===== config.mk =====
export PLATFORM = sky130hd
export DESIGN_NAME = rdp_front
export DESIGN_NICKNAME = d
export VERILOG_FILES = /design/src/rtl/assert_macros.svh /design/src/rtl/rdp_pkg.sv /design/src/rtl/rdp_front.sv
export SDC_FILE = /design/constraint.sdc
export NUM_CORES = 1
export LEC_CHECK = 0
export BUFFER_PORTS_ARGS = -buffer_cell sky130_fd_sc_hd__buf_2
export CAP_MARGIN = 20
export CORE_AREA = 2 2 39 41
export DETAILED_ROUTE_END_ITERATION = 16
export DIE_AREA = 0 0 41 43
export SYNTH_ARGS = -nofsm -noshare
export SYNTH_HDL_FRONTEND = slang
export SYNTH_SLANG_ARGS = --single-unit

===== constraint.sdc =====
create_clock -name vclk -period 3.1
set_clock_uncertainty 0.15 [all_clocks]
set_input_delay 0.31 -clock vclk [all_inputs]
set_output_delay 0.31 -clock vclk [all_outputs]
set_load 0.005 [all_outputs]

===== src/rtl/assert_macros.svh =====
// Assertion macros used by the top-level decoder.
`ifndef ASSERT_MACROS_SVH
`define ASSERT_MACROS_SVH
`ifndef NO_ASSERTIONS
`define ASSERT_IMPL(label, clk, rst, ante, cons) \
  label: assert property (@(posedge clk) disable iff (rst) (ante) |-> (cons)) \
    else $error("assertion failed");
`define ASSERT_NEXT(label, clk, rst, ante, cons) \
  label: assert property (@(posedge clk) disable iff (rst) (ante) |=> (cons)) \
    else $error("assertion failed");
`else
`define ASSERT_IMPL(label, clk, rst, ante, cons)
`define ASSERT_NEXT(label, clk, rst, ante, cons)
`endif
`endif


===== src/rtl/rdp_pkg.sv =====
// Shared constants and types of the planar RLE plane decoder.
`default_nettype none
package rdp_pkg;
  localparam int MAX_WIDTH   = 4096;
  localparam int MAX_HEIGHT  = 4096;
  localparam int CFG_W       = 13;
  localparam int CFG_AW      = 1;
  localparam int LOG_W       = $clog2(MAX_WIDTH);
  localparam int COL_W       = (LOG_W > 12) ? LOG_W : 12;
  localparam int RAM_AW      = (LOG_W > 0) ? LOG_W : 1;
  localparam int LINE_W      = $clog2(MAX_HEIGHT) + 1;
  localparam int OUT_COL_W   = 12;
  localparam int OUT_ROW_W   = 12;
  localparam int QUEUE_DEPTH = 4;
  localparam int QPTR_W      = $clog2(QUEUE_DEPTH);

  localparam logic [CFG_AW-1:0] REG_IMAGE_WIDTH  = 1'b0;
  localparam logic [CFG_AW-1:0] REG_IMAGE_HEIGHT = 1'b1;

  localparam logic [CFG_W-1:0] WIDTH_RESET  = 13'd64;
  localparam logic [CFG_W-1:0] HEIGHT_RESET = 13'd64;

  localparam logic [7:0] RUN_CODE_MIN = 8'd16;
  localparam logic [7:0] RUN_CODE_MAX = 8'd47;

  // One stream byte with both of its possible meanings worked out.
  typedef struct packed {
    logic [7:0] raw;    // plain pixel value (first line)
    logic [7:0] delta;  // unfolded signed delta (later lines)
    logic [3:0] lit;    // literal count if control byte
    logic [5:0] run;    // run length if control byte
  } byte_cls_t;

  typedef struct packed {
    logic      valid;
    byte_cls_t cls;
  } queue_out_t;

  typedef enum logic [1:0] {
    ST_TAKE = 2'b01,
    ST_RUN  = 2'b10
  } back_state_t;
endpackage
`default_nettype wire


===== src/rtl/rdp_front.sv =====
// Input side: takes stream bytes and classifies them for the queue.
`default_nettype none
module rdp_front (
  input  wire logic               s_tvalid,
  output      logic               s_tready,
  input  wire logic [7:0]         s_tdata,   // [7:0] stream_byte
  input  wire logic               q_full,
  output      logic               push,
  output      rdp_pkg::byte_cls_t push_data
);
  import rdp_pkg::*;

  function automatic byte_cls_t classify(input logic [7:0] b);
    byte_cls_t  c;
    logic [7:0] code;
    code    = {b[3:0], b[7:4]};
    c.raw   = b;
    // odd means negative: -(x+1) is ~x
    c.delta = b[0] ? ~{1'b0, b[7:1]} : {1'b0, b[7:1]};
    if (code >= RUN_CODE_MIN && code <= RUN_CODE_MAX) begin
      c.run = code[5:0];
      c.lit = 4'd0;
    end else begin
      c.run = {2'b00, b[3:0]};
      c.lit = b[7:4];
    end
    return c;
  endfunction

  assign s_tready  = !q_full;
  assign push      = s_tvalid && !q_full;
  assign push_data = classify(s_tdata);
endmodule
`default_nettype wire


==> flow_summary.ini <==
[logic_synthesis]
netlist_area_um2 = 338
synthMuxAreaShare_pct = 0
syn_avg_cell_area_um2 = 7.68
synth_area_leader_cell = buf_4
yosysUniqueCellTypes = 18
synth_top_area_share_pct = 20.0
ys_seq_area_share_pct = 0
synth_fa_ha_area_share_pct = 14.8
syn-num-nets = 58
synthCells = 44
synth_compound_area_share_pct = 17.8
synth_top_family_by_area = simple AND/OR/NAND/NOR gates
synthSimpleGateAreaFrac_pct = 27.4
ys_warn_count = 0
synthTopCellsByArea = buf_4 20%, xor2_1 16%, ha_1 15%
synth_xor_area_share_pct = 15.6

[pwr]
power.leakage_nw = 0.269
peakVddDrop_v = 0.0000334
p_per_area_nw_per_um2 = 136

[worst_setup_path]
worst_path_max_delay_cell = nor4_1
critPathLaunchType = input pin
cpPeakStageDelay_ps = 510
crit_top_cell = buf_2
required_ps = 2640
critPathKind = in2out
cp-startpoint = s_tdata[0]
path_cells = buf_2 > inv_1 > ha_1 > nand3_1 > o21a_1 > nor4_1 > and2b_1 > buf_2
worstPathMaxFanout = 12
crit_path_end_kind = output pin
cp_data_arrival_time_ps = 1950

[status]
status = finished clean

[sta]
fmax_mhz = 415
period_minus_slack_ps = 2410
grt_setup_unrepaired = false
fin_setup_tns_ps = 0
max-slew-margin-rel_pct = 56.9
worstMarginPinSlew_ps = 641
hold_viol = 0
setup_ws_ps = 689
period_share_pct = 77.8
slew_viol_final = 0
finalSetupViolations = 0

[final_layout]
drive_above_1_share_pct = 55.6
antenna_cells = 0
seq_cells = 0
layout_commonest_cell = buf_2
areaGrowthSynthToFinish_pct = 41.1
clkbuf_count = 0
final_nets = 88
regArea_um2 = 0
mostFrequentLayoutCells = 38 x buf_2, 6 x xor2_1, 4 x nor2b_1, 4 x ha_1

[clock_tree]
cts_setup_buffers = 0
cts_resized = 0
ctsHoldBuffers = 0

[place]
hpwl_um = 737
dp_worst_setup_slack_ps = 644
portBuffers = 38
gp_congestion = 0.750

[floorplan]
dieArea_um2 = 1760
rows = 14
initial_core_util_pct = 24.4
die_x_um = 41
io_pins = 38
coreArea_um2 = 1380
die_y_um = 43

[hold_path]
hold_path_depth = 2
hp-start = s_tdata[1]
min_path_type = in2out
holdPathEnd = push_data[19]

[route]
num_vias = 371
detail_route.wl_per_cell_um = 10.0
via_per_inst = 4.22
antenna_left = 0
drc_errors = 0
dr.pass1.iters = 3
dr.first_iter.drc_count = 3
wl_um = 883

[job]
drv_cap = 0

[grt]
grt_pass1_wl_mm = 1.23
antenna_found_initial = 0
grt_pass1_vias = 277
track_usage_pct = 9.19
overflow = 0
grt_start_max_net_pins = 13
-- power by group --
part / internal, mW / switching, mW
combinational: 0.0323 / 0.0325
clock: 0 / 0
sequential: 0 / 0
-- per-layer routing --
metal | part of all wire [%] | vias to the layer above | GRT usage, %
met1 | 42 | 164 | 11.1
met4 | 0 | 0 | 0
met2 | 52 | 15 | 17.8
li1 | - | 192 | -
met3 | 6.1 | 0 | 0
met5 | 0 | - | 0
-- critical path: cells and delay by family --
kind                     cells  cell delay (ps)
adder cells (fa/ha/maj)      1              150
buffers and inverters        3              440
AND/OR/NAND/NOR              3              830
AO/OA/AOI/OAI                1              230
-- logic make-up after synthesis --
group                    count (synthesis)
adder cells (fa/ha/maj)                  4
AO/OA/AOI/OAI                            5
AND/OR/NAND/NOR                         16
buffers and inverters                   13
XOR/XNOR                                 6
-- cells in the mapped netlist --
cell type  instances
nor2_1             1
ha_1               4
and2b_1            1
nor4b_1            1
o21bai_1           1
xor2_1             6
nor4_1             2
buf_4              9
o21a_1             1
nand3_1            1
nand2_1            3
or2_2              1
inv_1              3
o2bb2ai_1          2
a2111oi_4          1
and2_1             2
clkbuf_1           1
nor2b_1            4
-- through the flow --
step	hold WS, ps	area, um2	utilization [%]	std cells	power (mW)
floorplan	497	338	-	44	0.0359
global placement	691	477	34.4	88	0.0650
detailed placement	698	477	34.4	88	0.0660
CTS	698	477	34.4	88	0.0663
global route	707	477	34.4	88	0.0733
finish	694	477	34.4	88	0.0648
-- area by class of cell --
cell class | instances | area (um2)
well taps | 16 | 20.0
repair buffers | 38 | 190
fillers | 154 | 907
inverters | 3 | 11.3
multi-input cells | 31 | 255
-- worst max-delay path by stage --
stage	end	slack [ps]	depth (start not counted)
2_1_floorplan	push_data[9]	980	5
3_3_place_gp	push_data[9]	710	8
3_5_place_dp	push_data[9]	640	8
4_1_cts	push_data[9]	630	8
5_1_grt	push_data[9]	590	8
6_report	push_data[9]	690	8
No activity file was read; power rests on OpenSTA's default activity.
