==> config.mk <==
export PLATFORM = sky130hd
export DESIGN_NAME = rdp_queue
export DESIGN_NICKNAME = d
export VERILOG_FILES = /design/src/rtl/assert_macros.svh /design/src/rtl/rdp_pkg.sv /design/src/rtl/rdp_queue.sv
export SDC_FILE = /design/constraint.sdc
export NUM_CORES = 1
export LEC_CHECK = 0
export BUFFER_PORTS_ARGS = -buffer_cell sky130_fd_sc_hd__buf_2
export CAP_MARGIN = 20
export CORE_UTILIZATION = 40
export CTS_CLUSTER_SIZE = 28
export DETAILED_ROUTE_END_ITERATION = 10
export PLACE_DENSITY = 0.71
export SLEW_MARGIN = 30
export SYNTH_ARGS = -nofsm -noshare
export SYNTH_HDL_FRONTEND = slang
export SYNTH_SLANG_ARGS = --single-unit
==> constraint.sdc <==
create_clock -name clk -period 2.1 [get_ports clk]
set_input_delay 0.21 -clock clk [delete_from_list [all_inputs] [get_ports clk]]
set_output_delay 0.21 -clock clk [all_outputs]
set_load 0.005 [all_outputs]
==> src/rtl/assert_macros.svh <==
// Assertion macros used by the top-level decoder.
`ifndef ASSERT_MACROS_SVH
`define ASSERT_MACROS_SVH
`ifndef NO_ASSERTIONS
`define ASSERT_IMPL(label, clk, rst, ante, cons) \
  label: assert property (@(posedge clk) disable iff (rst) (ante) |-> (cons)) \
    else $error("assertion failed");
`define ASSERT_NEXT(label, clk, rst, ante, cons) \
  label: assert property (@(posedge clk) disable iff (rst) (ante) |=> (cons)) \
    else $error("assertion failed");
`else
`define ASSERT_IMPL(label, clk, rst, ante, cons)
`define ASSERT_NEXT(label, clk, rst, ante, cons)
`endif
`endif

==> src/rtl/rdp_pkg.sv <==
// Shared constants and types of the planar RLE plane decoder.
`default_nettype none
package rdp_pkg;
  localparam int MAX_WIDTH   = 4096;
  localparam int MAX_HEIGHT  = 4096;
  localparam int CFG_W       = 13;
  localparam int CFG_AW      = 1;
  localparam int LOG_W       = $clog2(MAX_WIDTH);
  localparam int COL_W       = (LOG_W > 12) ? LOG_W : 12;
  localparam int RAM_AW      = (LOG_W > 0) ? LOG_W : 1;
  localparam int LINE_W      = $clog2(MAX_HEIGHT) + 1;
  localparam int OUT_COL_W   = 12;
  localparam int OUT_ROW_W   = 12;
  localparam int QUEUE_DEPTH = 4;
  localparam int QPTR_W      = $clog2(QUEUE_DEPTH);

  localparam logic [CFG_AW-1:0] REG_IMAGE_WIDTH  = 1'b0;
  localparam logic [CFG_AW-1:0] REG_IMAGE_HEIGHT = 1'b1;

  localparam logic [CFG_W-1:0] WIDTH_RESET  = 13'd64;
  localparam logic [CFG_W-1:0] HEIGHT_RESET = 13'd64;

  localparam logic [7:0] RUN_CODE_MIN = 8'd16;
  localparam logic [7:0] RUN_CODE_MAX = 8'd47;

  // One stream byte with both of its possible meanings worked out.
  typedef struct packed {
    logic [7:0] raw;    // plain pixel value (first line)
    logic [7:0] delta;  // unfolded signed delta (later lines)
    logic [3:0] lit;    // literal count if control byte
    logic [5:0] run;    // run length if control byte
  } byte_cls_t;

  typedef struct packed {
    logic      valid;
    byte_cls_t cls;
  } queue_out_t;

  typedef enum logic [1:0] {
    ST_TAKE = 2'b01,
    ST_RUN  = 2'b10
  } back_state_t;
endpackage
`default_nettype wire

==> src/rtl/rdp_queue.sv <==
// Short queue between the classifier and the pixel engine.
`default_nettype none
module rdp_queue (
  input  wire logic                 clk,
  input  wire logic                 rst,
  input  wire logic                 push,
  input  wire rdp_pkg::byte_cls_t   push_data,
  output      logic                 full,
  input  wire logic                 pop,
  output      rdp_pkg::queue_out_t  head
);
  import rdp_pkg::*;

  byte_cls_t         mem [QUEUE_DEPTH];
  logic [QPTR_W-1:0] wr_ptr;
  logic [QPTR_W-1:0] rd_ptr;
  logic [QPTR_W:0]   count;
  logic              do_push;
  logic              do_pop;

  assign full       = (count == (QPTR_W+1)'(QUEUE_DEPTH));
  assign head.valid = (count != '0);
  assign head.cls   = mem[rd_ptr];
  assign do_push    = push && !full;
  assign do_pop     = pop && head.valid;

  always_ff @(posedge clk) begin
    if (do_push) begin
      mem[wr_ptr] <= push_data;
    end
  end

  always_ff @(posedge clk) begin
    if (rst) begin
      wr_ptr <= '0;
      rd_ptr <= '0;
      count  <= '0;
    end else begin
      if (do_push) begin
        wr_ptr <= wr_ptr + 1'b1;
      end
      if (do_pop) begin
        rd_ptr <= rd_ptr + 1'b1;
      end
      count <= count + (QPTR_W+1)'(do_push) - (QPTR_W+1)'(do_pop);
    end
  end
endmodule
`default_nettype wire

==> results.toml, run 1 <==
[route]
postRouteAntennaNets = 0
via_per_inst = 4.877
wl_per_cell_um = 16.88
drc = 0
drt_iter0_markers = 126
firstDrtPassIters = 4
vias = 2146
wirelength_mm = 7.428

[yosys]
ys.warnings.count = 0
syn_nets = 222
syn_area_um2 = 4265
synth-compound-area-share_pct = 0.6454
synth_edf_count = 104
synth_seq_area_share_pct = 77.44
synth_mux_area_share_pct = 14.49
async_flop_share_pct = 0
synth_top_family_by_area = "multiplexers"
syn_area_per_cell_um2 = 23.06
syn_inst = 185
synth_fa_ha_area_share_pct = 2.229
yosys.area_share.simple_pct = 2.405
synthXorXnorAreaFrac_pct = 0.6160
synth-seq-cells = 113
synth-main-ff-cell = "edfxtp_1"
ys_types = 26

[worst_setup_path]
startpoint_type = "flop"
crit_type = "flop to primary output"
crit_fanout = 13
end_kind = "primary output"
arrival_ns = 1.82
path_delay_family = "multiplexers"
slowest_delay_ns = 0.58
path_buf_inv = 2
cp_cell_sequence = "buf_12 > mux4_1 > buf_2"
critPathRequiredTime_ns = 1.89
critPathSlowestCell = "mux4_1"

[sta]
period_needed_ns = 2.028
hold_ws_ns = 0.1249
fmax_ghz = 0.4931
hold_viol = 0
final-setup-viol-count = 0
fin_skew_ns = 0.007785
maxSlewViolCount = 0
slew_headroom_pct = 62.27
grt_setup_unrepaired = "true"
worstMarginPinSlew_ns = 0.5659
fin_crit_sh_pct = 96.57

[outcome]
status = "finished, final reports clean"

[floorplan]
die_y_um = 105.3
floorplan.initialDensity_pct = 41.32
dieArea_um2 = 11080
io_pins = 58
fp-row-count = 37
fp.dieW_um = 105.3
core_um2 = 10320

[power_and_ir_drop]
leakage_nw = 2.001
power.share.sequential_pct = 41.0
switching_share_pct = 24.81
clkPwrFrac_pct = 37.4
cellPowerDensity_nw_per_um2 = 1242
ir_drop_uv = 672.8
switching_power_mw = 1.737
p_comb_share_pct = 21.6
internal-power_mw = 5.263

[finish]
final_common_cell = "edfxtp_1"
area_growth_pct = 32.09
drive_above_1_share_pct = 41.45
fin_nets = 329
diodes = 0
most-common-layout-cells = "edfxtp_1, buf_2, dlygate4sd3_1"
final_cells = 440

[placed_design]
dpl.cell_count = 379
hpwl_mm = 4.317
io_buffers = 57
gp_congestion = 0.6362

[clock_tree]
cts_buffer_depth = 2
path_clk_slew_ns = 0.06
cts_tree = "done"
clkSinkCount = 113
clockRootBuffer = "clkbuf_8"
cts_made_buffers = 17
htree_levels = 4
insertion_delay_ns = 0.49

[global_routing]
grt_max_degree = 27
grt_pass1_wl_mm = 11.34
antenna_found_initial = 0
grt.total_usage_pct = 14.44
grt_pass1_vias = 2245
overflow = 0

[job]
drv_cap = 0

[hold_path]
min_path_type = "input port to flop"
worst min-delay path: stages:
cell and delay, ns:
buf_2 0.09, inv_1 0.10, or3_1 0.12, a21oi_1 0.05
Yosys cell counts (2+ instances only):
cell / n / share of area (%)
or3_1: 2 / 0.29
inv_1: 6 / 0.53
and2_1: 5 / 0.73
xor2_1: 2 / 0.41
dfxtp_1: 9 / 4.2
buf_2: 2 / 0.23
mux4_2: 20 / 11
ha_1: 6 / 1.8
mux4_1: 6 / 3.7
buf_12: 2 / 0.94
edfxtp_1: 104 / 73
nand2b_1: 2 / 0.29
nor2_1: 6 / 0.53
worst paths after layout:
kind                to  cells past startpoint       from  slack [ns]
max           head[21]                      3       flop        0.07
min          wr_ptr[0]                      4       push        0.12
max reg2reg   count[2]                     11   count[2]        0.10
min reg2reg  wr_ptr[1]                      2  wr_ptr[1]        0.52
power by group through the flow:
stage	clock network, mW	logic (mW)	registers (mW)
3_5_place_dp	0	1.42	2.89
5_1_grt	2.79	1.66	2.90
6_report	2.62	1.51	2.87
3_3_place_gp	0	1.40	2.87
2_1_floorplan	0	0.932	2.86
4_1_cts	2.67	1.48	2.86
final cells by class:
| type | count | area (µm²) |
|---|---|---|
| multi-input combinational | 59 | 885.9 |
| timing repair buffer | 95 | 693.2 |
| sequential | 113 | 3308 |
| fill | 802 | 4690 |
| clock buffer | 17 | 414.1 |
| inverter | 6 | 22.52 |
| clock inverter | 14 | 140.1 |
| tap | 136 | 170.2 |
logic make-up after synthesis:
group | Yosys count
multiplexers | 27
AO/OA/AOI/OAI | 4
XOR/XNOR | 3
adder cells (fa/ha/maj) | 7
buffers and inverters | 13
AND/OR/NAND/NOR | 18
flip-flops | 113
repair_timing:
item	CTS	global route
resized for setup	3	3
hold buffers	27	0
hold endpoints to repair	111	0
setup endpoints to repair	1	4
setup buffers	1	1
cloned	0	1
pin swaps	1	1
through the flow:
step                utilization [%]  setup TNS, ns  area, µm²  power (mW)  setup slack, ns
floorplan                         -              0       4268       3.795          0.03880
global placement              46.03              0       4752       4.268          0.05895
detailed placement            46.03       -0.08347       4752       4.307         -0.08347
CTS                           54.18              0       5593       7.013          0.01010
global route                  54.58       -0.03103       5634       7.350         -0.02822
finish                        54.58              0       5634       7.000          0.07211
per-layer routing:
metal / GRT usage, % / part of all wire, % / up-vias
met4: 5.131 / 0.69 / 0
met5: 0 / 0 / -
met1: 17.18 / 43 / 1107
li1: - / - / 980
met2: 23.40 / 52 / 53
met3: 6.246 / 4.3 / 6
state kept, by name, indices dropped and copies added (netlist names), named ones only:
register	count
count	3
mem	104
rd_ptr	2
wr_ptr	2
Power figures use the tool's default switching activity.
==> inputs of run 2 (changes only) <==
--- a/config.mk
+++ b/config.mk
@@ -10,2 +10,3 @@
 export CORE_UTILIZATION = 40
+export CTS_CLUSTER_DIAMETER = 30
 export CTS_CLUSTER_SIZE = 28
==> constraint.sdc (replaced) <==
create_clock -name clk -period 2.1 [get_ports clk]
set_input_delay 0.105 -clock clk [delete_from_list [all_inputs] [get_ports clk]]
set_output_delay 0.105 -clock clk [all_outputs]
set_load 0.005 [all_outputs]
==> results.toml, run 2 (same netlist as run 1, synthesis figures left out) <==
[outcome]
status = "finished, final reports clean"

[floorplan]
fp-row-count = 37
floorplan.initialDensity_pct = 41.32
core_um2 = 10320
die_y_um = 105.3
fp.dieW_um = 105.3
io_pins = 58
dieArea_um2 = 11080

[placed_design]
dp_slack_ns = -0.03339
hpwl_mm = 3.990
gp_congestion = 0.6512
dpl.cell_count = 378
dpl_cell_area_um2 = 4720
io_buffers = 57

[clock_tree]
clkSinkCount = 113
cts_tree = "done"
clockRootBuffer = "clkbuf_8"
cts_made_buffers = 17
htree_levels = 4
insertion_delay_ns = 0.50
path_clk_slew_ns = 0.06
cts_buffer_depth = 2

[worst_setup_path]
critPathRequiredTime_ns = 2.52
reg2reg_from = "count[2]"
reg2reg_slack_ns = 0.07
arrival_ns = 2.46
r2r-end = "count[2]"
end_kind = "flop"
crit_type = "flop to flop"
startpoint_type = "flop"
crit_fanout = 5
ff2ff_path_depth = 11

[finish]
regMostFlops = "mem"
utilization_pct = 54.73
final_common_cell = "edfxtp_1"
multi_input_area_um2 = 893.4
fin_nets = 329
drive_above_1_share_pct = 41.64
reg_top3 = "mem (104), count (3)"
most-common-layout-cells = "edfxtp_1, buf_2, dlygate4sd3_1"
area_growth_pct = 32.47
regArea_um2 = 3313
diodes = 0
largest_reg_flops = 104
fillCellCount = 807
final_cells = 441
fin_area_um2 = 5650

[global_routing]
grt_pass1_vias = 2276
antenna_found_initial = 0
overflow = 0
grt_max_degree = 27
grt_pass1_wl_mm = 11.59
grt.total_usage_pct = 14.55

[sta]
hold_ws_ns = 0.04146
maxSlewViolCount = 0
slew_headroom_pct = 72.88
fin_tns_setup_ns = 0
fin_skew_ns = 0.009350
setup_ws_ns = 0.06772
grt_setup_unrepaired = "true"
hold_viol = 0
worstMarginPinSlew_ns = 0.4067
final-setup-viol-count = 0
fmax_ghz = 0.4921
fin_crit_sh_pct = 96.78
period_needed_ns = 2.032

[power_and_ir_drop]
total_power_mw = 7.126
ir_drop_uv = 598.2
cellPowerDensity_nw_per_um2 = 1261
leakage_nw = 2.011

[hold_path]
hold_end = "rd_ptr[1]"
min_path_type = "input port to flop"
min_from = "pop"
whs_path_depth = 4

[route]
route.met3.wl_um = 349
via_per_inst = 4.825
firstDrtPassIters = 3
top_layer = "met4"
wirelength_mm = 7.270
vias = 2128
m1WireLength_mm = 3.109
wl_met2_mm = 3.760
postRouteAntennaNets = 0
drt_iter0_markers = 73
drc = 0
wl_per_cell_um = 16.49

[job]
drv_cap = 0
run 2: what timing repair did:
item	in CTS	in global routing
resized for setup	4	5
cloned	0	0
endpoints found under the hold margin	113	0
buffers inserted	1	2
hold buffers	28	0
pin swaps	1	2
setup endpoints to repair	1	1
run 2: cell type report:
class	count	area share (%)
multi-input cells	59	15.81
inverters	6	0.3986
clock buffers	17	7.329
repair buffers	95	11.56
well taps	136	3.012
flip-flops and latches	113	58.64
clock inverters	15	3.255
run 2: worst max path at each step:
| stage | startpoint | endpoint | slack, ns |
|---|---|---|---|
| finish | count[2] | count[2] | 0.07 |
| global route | count[2] | count[2] | -0.04 |
| CTS | count[0] | count[2] | 0.003 |
| detailed placement | count[2] | count[2] | -0.03 |
| global placement | count[1] | count[2] | 0.05 |
| floorplan | count[1] | count[2] | 0.04 |
run 2: worst max-delay path, cell delays in order, from the launching register on:
cell and delay (ns):
dfxtp_4 0.36, nor3b_4 0.16, nor2_2 0.13, inv_1 0.05, ha_1 0.28, inv_1 0.05
ha_1 0.12, inv_1 0.05, fa_2 0.35, xor2_2 0.16, and2_1 0.17, nor3_2 0.09
run 2: metal layers:
layer | vias to the layer above | track usage, %
met5 | - | 0
met4 | 0 | 5.131
met3 | 5 | 5.875
met2 | 48 | 24.67
met1 | 1092 | 16.63
li1 | 983 | -
run 2: report_power, final:
group	total (mW)	switching (mW)	internal, mW	leakage [nW]
logic	1.45	0.666	0.788	0.696
clock network	2.80	0.981	1.82	0.287
registers	2.88	0.114	2.76	1.03
